File: src/slp_pkg.sv
`default_nettype none

package slp_pkg;

    localparam logic [7:0] SyncFirst  = 8'hAA;
    localparam logic [7:0] SyncSecond = 8'h55;
    localparam logic [7:0] KindSample = 8'h01;
    localparam logic [7:0] FrameLen   = 8'd8;

    localparam int SampleWidth = 32;

    typedef struct packed {
        logic [SampleWidth-1:0] red_sample;
        logic [SampleWidth-1:0] ir_sample;
    } sample_pair_t;

endpackage

`default_nettype wire

File: src/sync_length_checksum_frame_parser.sv
`default_nettype none

// Serial frame parser: takes one received byte per beat, finds the sync pair
// 0xAA 0x55, checks a type byte, a length byte of 8, eight payload bytes and a
// mod-256 additive checksum over the twelve bytes before it. A good frame of
// type 0x01 yields one beat carrying the IR and red samples, each big-endian
// from the payload; every other frame is dropped. One byte is taken every
// clock cycle while the result buffer has space; a byte waits in the input
// register until the parser takes it, and the parser pushes a frame's result
// beat as it takes the checksum byte. A two-entry result buffer keeps input
// flowing while a result waits, and s_tready depends only on registers.

module sync_length_checksum_frame_parser (
    input  wire logic        aclk,
    input  wire logic        aresetn,
    input  wire logic        s_tvalid,
    output logic             s_tready,
    input  wire logic [7:0]  s_tdata,    // rx_byte [7:0]
    output logic             m_tvalid,
    input  wire logic        m_tready,
    output logic [63:0]      m_tdata     // ir_sample [31:0], red_sample [63:32]
);
    import slp_pkg::*;

    logic         in_valid_reg, in_valid_next;
    logic [7:0]   in_byte_reg;
    logic         consume;
    logic         has_space;
    logic         res_valid;
    sample_pair_t res;

    assign consume       = in_valid_reg && has_space;
    assign s_tready      = !in_valid_reg || consume;
    assign in_valid_next = (s_tvalid && s_tready) || (in_valid_reg && !consume);

    always_ff @(posedge aclk) begin
        if (s_tvalid && s_tready) begin
            in_byte_reg <= s_tdata;
        end
    end

    always_ff @(posedge aclk) begin
        if (!aresetn) begin
            in_valid_reg <= 1'b0;
        end else begin
            in_valid_reg <= in_valid_next;
        end
    end

    slp_parser u_parser (
        .aclk       (aclk),
        .aresetn    (aresetn),
        .byte_valid (consume),
        .rx_byte    (in_byte_reg),
        .res_valid  (res_valid),
        .res        (res)
    );

    slp_out_buf u_out_buf (
        .aclk      (aclk),
        .aresetn   (aresetn),
        .push      (res_valid),
        .push_data (res),
        .has_space (has_space),
        .m_tvalid  (m_tvalid),
        .m_tready  (m_tready),
        .m_tdata   (m_tdata)
    );

endmodule

`default_nettype wire

File: src/slp_parser.sv
`default_nettype none

module slp_parser (
    input  wire logic                 aclk,
    input  wire logic                 aresetn,
    input  wire logic                 byte_valid,
    input  wire logic [7:0]           rx_byte,
    output logic                      res_valid,
    output slp_pkg::sample_pair_t     res
);
    import slp_pkg::*;

    localparam logic [2:0] PH_SYNC1 = 3'd0;
    localparam logic [2:0] PH_SYNC2 = 3'd1;
    localparam logic [2:0] PH_KIND  = 3'd2;
    localparam logic [2:0] PH_LEN   = 3'd3;
    localparam logic [2:0] PH_DATA  = 3'd4;
    localparam logic [2:0] PH_CHECK = 3'd5;

    logic [2:0]  phase_reg, phase_next;
    logic [3:0]  count_reg, count_next;
    logic [7:0]  sum_reg, sum_next;
    logic [7:0]  kind_reg, kind_next;
    logic [63:0] shift_reg, shift_next;
    logic [2:0]  first_sync_phase;

    assign first_sync_phase = (rx_byte == SyncFirst) ? PH_SYNC2 : PH_SYNC1;

    always_comb begin
        phase_next = phase_reg;
        count_next = count_reg;
        sum_next   = sum_reg;
        kind_next  = kind_reg;
        shift_next = shift_reg;
        res_valid  = 1'b0;
        res.ir_sample  = shift_reg[63:32];
        res.red_sample = shift_reg[31:0];
        if (byte_valid) begin
            case (phase_reg)
                PH_SYNC2: begin
                    if (rx_byte == SyncSecond) begin
                        sum_next   = SyncFirst + SyncSecond;
                        phase_next = PH_KIND;
                    end else begin
                        phase_next = first_sync_phase;
                    end
                end
                PH_KIND: begin
                    kind_next  = rx_byte;
                    sum_next   = sum_reg + rx_byte;
                    phase_next = PH_LEN;
                end
                PH_LEN: begin
                    if (rx_byte == FrameLen) begin
                        sum_next   = sum_reg + rx_byte;
                        count_next = 4'd0;
                        shift_next = 64'd0;
                        phase_next = PH_DATA;
                    end else begin
                        phase_next = first_sync_phase;
                    end
                end
                PH_DATA: begin
                    sum_next   = sum_reg + rx_byte;
                    shift_next = {shift_reg[55:0], rx_byte};
                    count_next = count_reg + 4'd1;
                    if ({4'd0, count_next} >= FrameLen) begin
                        phase_next = PH_CHECK;
                    end
                end
                PH_CHECK: begin
                    phase_next = PH_SYNC1;
                    res_valid  = (sum_reg == rx_byte) && (kind_reg == KindSample);
                end
                default: begin
                    phase_next = first_sync_phase;
                end
            endcase
        end
    end

    always_ff @(posedge aclk) begin
        if (!aresetn) begin
            phase_reg <= PH_SYNC1;
            count_reg <= 4'd0;
            sum_reg   <= 8'd0;
            kind_reg  <= 8'd0;
            shift_reg <= 64'd0;
        end else begin
            phase_reg <= phase_next;
            count_reg <= count_next;
            sum_reg   <= sum_next;
            kind_reg  <= kind_next;
            shift_reg <= shift_next;
        end
    end

endmodule

`default_nettype wire

File: src/slp_out_buf.sv
`default_nettype none

module slp_out_buf (
    input  wire logic                  aclk,
    input  wire logic                  aresetn,
    input  wire logic                  push,
    input  wire slp_pkg::sample_pair_t push_data,
    output logic                       has_space,
    output logic                       m_tvalid,
    input  wire logic                  m_tready,
    output logic [63:0]                m_tdata    // ir_sample [31:0], red_sample [63:32]
);
    import slp_pkg::*;

    sample_pair_t slot_reg [2];
    logic [1:0]   count_reg, count_next;
    logic         wr_ptr_reg, wr_ptr_next;
    logic         rd_ptr_reg, rd_ptr_next;
    logic         pop;

    assign has_space = (count_reg != 2'd2);
    assign m_tvalid  = (count_reg != 2'd0);
    assign pop       = m_tvalid && m_tready;
    assign m_tdata   = {slot_reg[rd_ptr_reg].red_sample, slot_reg[rd_ptr_reg].ir_sample};

    always_comb begin
        wr_ptr_next = push ? ~wr_ptr_reg : wr_ptr_reg;
        rd_ptr_next = pop ? ~rd_ptr_reg : rd_ptr_reg;
        count_next  = count_reg + {1'b0, push} - {1'b0, pop};
    end

    always_ff @(posedge aclk) begin
        if (push) begin
            slot_reg[wr_ptr_reg] <= push_data;
        end
    end

    always_ff @(posedge aclk) begin
        if (!aresetn) begin
            count_reg  <= 2'd0;
            wr_ptr_reg <= 1'b0;
            rd_ptr_reg <= 1'b0;
        end else begin
            count_reg  <= count_next;
            wr_ptr_reg <= wr_ptr_next;
            rd_ptr_reg <= rd_ptr_next;
        end
    end

endmodule

`default_nettype wire
File: config.mk
export PLATFORM = sky130hd
export DESIGN_NAME = sync_length_checksum_frame_parser
export DESIGN_NICKNAME = d
export VERILOG_FILES = /design/src/slp_pkg.sv /design/src/sync_length_checksum_frame_parser.sv /design/src/slp_parser.sv /design/src/slp_out_buf.sv
export SDC_FILE = /design/constraint.sdc
export NUM_CORES = 1
export LEC_CHECK = 0
export BUFFER_PORTS_ARGS = -buffer_cell sky130_fd_sc_hd__buf_2
export CORE_MARGIN = 10
export CORE_UTILIZATION = 32
export DETAILED_ROUTE_END_ITERATION = 10
export PLACE_DENSITY_LB_ADDON = 0.1
export REMOVE_ABC_BUFFERS = 1
export SYNTH_ARGS = -nofsm -noshare
export SYNTH_HDL_FRONTEND = slang
export SYNTH_SLANG_ARGS = --single-unit
File: constraint.sdc
create_clock -name aclk -period 8.7 [get_ports aclk]
set_clock_uncertainty 0.2 [all_clocks]
set_input_delay 0.87 -clock aclk [delete_from_list [all_inputs] [get_ports aclk]]
set_output_delay 0.87 -clock aclk [all_outputs]
set_load 0.01 [all_outputs]
== Yosys cells after proc, flatten, opt, wreduce, memory -nomap -nowiden ==
Memory sizes are Yosys's and may differ from the RTL's. A register that Yosys moved wholly into a read port is not among the register bits.
Index checks and enable logic that the tools add are counted.

* RAM bits: 128
* Memories kept: 1
* Flip-flop bits (word level): 100
* Input bits: 12
* Word-level logic and storage cells: 67

{| class="wikitable"
|+ Memory list
! name !! depth !! bits a word !! read ports !! clocked after Yosys merged registers in !! wr ports !! line !! text
|-
| u_out_buf.slot_reg || 2 || 64 || 1 || 1 || 1 || slp_out_buf.sv:15 || <nowiki>sample_pair_t slot_reg [2];</nowiki>
|}

* Magnitude comparators: 1
* Bitwise operators: 2
* Eq/ne operators: 14
* Reductions and logical operators: 17
* Mux-type cells: 18
* Add/sub/neg operators: 4

{| class="wikitable"
|+ Operator list
! operator !! number
|-
| $pmux W64 S2 || 1
|-
| $mux W64 || 1
|-
| $pmux W8 S3 || 1
|-
| $mux W8 || 2
|-
| $pmux W3 S5 || 1
|-
| $mux W3 || 3
|-
| $add A8 B8 Y8 || 1
|-
| $eq A8 B1 Y1 const B || 1
|-
| $eq A8 B4 Y1 const B || 1
|-
| $eq A8 B7 Y1 const B || 1
|-
| $eq A8 B8 Y1 || 1
|-
| $eq A8 B8 Y1 const B || 1
|-
| $pmux W4 S2 || 1
|-
| $mux W1 || 7
|-
| $eq A3 B2 Y1 const B || 2
|-
| $eq A3 B3 Y1 const B || 2
|-
| $ne A2 B1 Y1 const B || 3
|-
| $logic_and A1 B1 Y1 || 5
|-
| $add A4 B1 Y4 const B || 1
|-
| $ge A4 B4 Y1 const B || 1
|-
| $mux W4 || 1
|-
| $reduce_and A2 Y1 || 2
|-
| $reduce_and A4 Y1 || 1
|-
| $reduce_bool A2 Y1 || 2
|-
| other kinds (10) || 13
|}

== Logic depth before layout (Yosys ltp) ==
* Depth in word-level cells: 6
* Depth in mapped cells: 11
* Depth with buffers taken out: 11

== By module ==
A second synthesis with hierarchy kept.

* Cell total of the unflattened synthesis: 623
* Area total of the unflattened synthesis: 9009.9 um2

{| class="wikitable"
|+ By module, submodules not included
! module !! sequential area each (um2) !! cells an instance !! instances !! area an instance (um2)
|-
| slp_out_buf || 3943.8 || 222 || 1 || 5162.5
|-
| slp_parser || 1741.7 || 387 || 1 || 3542.1
|-
| sync_length_checksum_frame_parser || 260.2 || 14 || 1 || 305.3
|}

== Least setup slack after synthesis ==
No wires, ideal clock.

* Path type: flip-flop to flip-flop
* From: reg in_byte_reg[0]
* To: mem u_out_buf.slot_reg[0][0] (netlist bit), enable pin
* Setup slack: 3.709 ns
* Stages on the path, launching flop included: 7
* Data required time: 8.014 ns
* Arrival: 4.304 ns
* Cell sequence: edfxtp_1 ha_1 nor4b_1 nand4_1 nor4_1 inv_1 nor2_1

* Cells in the longest elaborated chain, start to end: 6

{| class="wikitable"
|+ RTL lines
! element !! line !! text
|-
| start: declaration || sync_length_checksum_frame_parser.sv:26 || <nowiki>logic [7:0] in_byte_reg;</nowiki>
|-
| start signal: assignment || sync_length_checksum_frame_parser.sv:38 || <nowiki>in_byte_reg <= s_tdata;</nowiki>
|-
| $eq A8 B8 Y1 || slp_parser.sv:73 || <nowiki>res_valid = (sum_reg == rx_byte) && (kind_reg == KindSample);</nowiki>
|-
| $logic_and A1 B1 Y1 || slp_parser.sv:73 ||
|-
| $mux W1 || slp_parser.sv:39 || <nowiki>case (phase_reg)</nowiki>
|-
| $mux W1 || slp_parser.sv:38 || <nowiki>if (byte_valid) begin</nowiki>
|-
| $mux W1 || slp_out_buf.sv:33 || <nowiki>if (push) begin</nowiki>
|-
| $mux W1 (implied by the code) || slp_out_buf.sv:34 || <nowiki>slot_reg[wr_ptr_reg] <= push_data;</nowiki>
|-
| end: declaration || slp_out_buf.sv:15 ||
|}

No other way between the ends.

== Final worst setup path ==
* From: reg in_byte_reg[5]
* To: mem u_out_buf.slot_reg[0][60] (netlist bit), enable pin

Same word-level chain as after synthesis.

==> results_dict.tcl <==
set metrics [dict create \
    r2r-end "u_out_buf.slot_reg[0][60]" \
    final_common_cell "edfxtp_1" \
    cap_violations 0 \
    synth_top_area_cell "edfxtp_1" \
    cts_setup_buffers 0 \
    setup-tns-final_ps 0 \
    avgSynthCellArea_um2 14.3 \
    via_per_inst 4.79 \
    start_util 0.323 \
    gp_congestion 0.748 \
    status "finished clean" \
    grt_max_degree 76 \
    synth_cell_types 55 \
    fin_crit_ps 3470 \
    grt_pass1_wl_mm 29.2 \
    cts_buffers 24 \
    critPathKind "flop to flop" \
    critPathMaxFanout 64 \
    clk_latency_ps 510 \
    track_usage 0.106 \
    synth_edf_count 136 \
    antenna_found_initial 0 \
    synth_area_leaders "edfxtp_1 47%, dfxtp_1 22%, mux2_2 8.3%, a22oi_1 5.7%, nor2_1 3.8%" \
    multi_input_area_um2 2530 \
    drc 0 \
    cp.arrival_ps 3400 \
    area_delta_synth_final_pct 17.1 \
    die_area_um2 34000 \
    dieWidth_um 184 \
    place_inst 995 \
    wl_mm 18.1 \
    setup_viol 0 \
    peakVddDrop_mv 0.0941 \
    synthFlopType "edfxtp_1" \
    whs_endpoint "u_out_buf.slot_reg[1][24]" \
    seqCellArea_um2 5950 \
    std_cell_rows 60 \
    largest_reg_flops 128 \
    maxSlewHeadroom 0.349 \
    reg2reg_from "in_byte_reg[5]" \
    cp.required_ps 8630 \
    period_share 0.399 \
    reg2reg_depth 7 \
    power_w 0.00239 \
    hpwl_mm 10.4 \
    synth_top_cell_area_share 0.473 \
    final_nets 703 \
    hold_class "flop to flop" \
    grt_pass1_vias 5283 \
    cts_num_sinks 229 \
    syn-instance-count 605 \
    synth-seq-cells 229 \
    crit_start "in_byte_reg[5]" \
    drt_pre_antenna_iters 4 \
    power_leakage_nw 3.51 \
    antenna_cells 0 \
    drtAntennaViolNets 0 \
    post_cts_resized 0 \
    drive_gt1_frac 0.287 \
    yosysSeqAreaShare 0.688 \
    cts-root-buf "clkbuf_16" \
    holdCritStartpoint "u_parser.shift_reg[56]" \
    layoutNonFillerInstCount 1039 \
    port_buffers 77 \
    cts_tree "built" \
    rsz0062_at_grt "no" \
    fmax_mhz 288 \
    io_pins 78 \
    cts_hold_buf 0 \
    core_area_um2 26700 \
    netlist_area_um2 8640 \
    layout_common_cells "136 x edfxtp_1, 92 x dfxtp_1, 87 x nor2_1, 77 x buf_2, 66 x a22oi_1" \
    wl_per_cell_um 17.4 \
    tightest_slew_ps 976 \
    finalMaxSlewViolations 0 \
    fp.dieH_um 184 \
    startpoint_type "flop" \
    fillCellCount 2590 \
    vias 4982 \
    power_density_nw_per_um2 236 \
    yosysWarnings 0 \
    hold_viol 0 \
    overflow 0 \
    critPathCaptureType "flop" \
    clkTransAtPathRegs_ps 60 \
    clockBufferDepth 3 \
    min_path_cells 0 \
    first_iter_violations 272 \
    r2r_slack_ps 5230 \
    htree_levels 1 \
    synthArstFlopShare 0 \
]
## cells in the mapped netlist (all sizes together), types with 2 or more instances
master,instances
inv,10
nor2,88
or2,2
buf,9
o21a,4
o21ai,3
a211oi,2
mux2i,9
dfxtp,93
mux2,64
nor3,7
and2,6
xnor2,6
xor2,3
nor4,5
clkbuf,24
nand2,7
or4b,2
nand2b,6
a221oi,2
nand3b,2
o221a,7
a22oi,66
a21oi,4
nor2b,4
ha,10
nor4b,3
edfxtp,136
nand3,3
## cell families (layout without fill, tap and decap cells)
logic type	after synthesis	in the layout	synth area share
xor gates and xnor gates	9	9	0.00913
and+or+nand+nor	141	141	0.0793
AOI/OAI and AO/OA	99	99	0.0901
DFF	229	229	0.688
buffers and inverters	43	136	0.0223
muxes	73	73	0.0939
adders and majority gates	11	11	0.0168
## power breakdown
| part | switching [W] | internal [W] | total [W] |
|---|---|---|---|
| Sequential | 0.0000118 | 0.00115 | 0.00116 |
| Combinational | 0.000144 | 0.000128 | 0.000272 |
| Clock | 0.000403 | 0.000554 | 0.000956 |
| Total | 0.000559 | 0.00183 | 0.00239 |
## worst max-delay path by stage
stage | cells after the start | end
4_1_cts | 7 | u_out_buf.slot_reg[0][60]
2_1_floorplan | 6 | u_out_buf.slot_reg[0][0]
5_1_grt | 7 | u_out_buf.slot_reg[0][6]
6_report | 7 | u_out_buf.slot_reg[0][60]
3_5_place_dp | 7 | u_out_buf.slot_reg[0][7]
3_3_place_gp | 7 | u_out_buf.slot_reg[0][48]
## final cells by class
class / count / share of cell area
clock buffers: 35 / 0.0684
inverters: 10 / 0.00371
flip-flops and latches: 229 / 0.588
multi-input cells: 333 / 0.250
repair buffers: 82 / 0.0418
well taps: 341 / 0.0422
clock inverters: 9 / 0.00618
## metrics by stage
step / utilization / hold slack (ps) / setup slack [ps] / cell area [um2]
final: 0.379 / 256 / 5230 / 10100
after global placement: 0.350 / 241 / 5150 / 9360
after floorplan: - / 226 / 3710 / 8480
after CTS: 0.379 / 261 / 5130 / 10100
after detailed placement: 0.350 / 246 / 5140 / 9360
after global routing: 0.379 / 275 / 4850 / 10100
## critical path, stage by stage, from the launching register on
cell      delay (ps)
edfxtp_1         490
ha_1             410
nor4_1           370
nand4_1          150
nor4_1           410
inv_1            180
nor2_4           100
buf_4            730
## routing by layer
layer,GRT usage,vias up,part of all wire
met3,0.0248,19,0.052
met2,0.176,91,0.47
met4,0.0305,0,0.013
li1,-,2430,-
met5,0,-,0
met1,0.135,2442,0.46
Note: power is estimated with default switching activity, not from simulation.
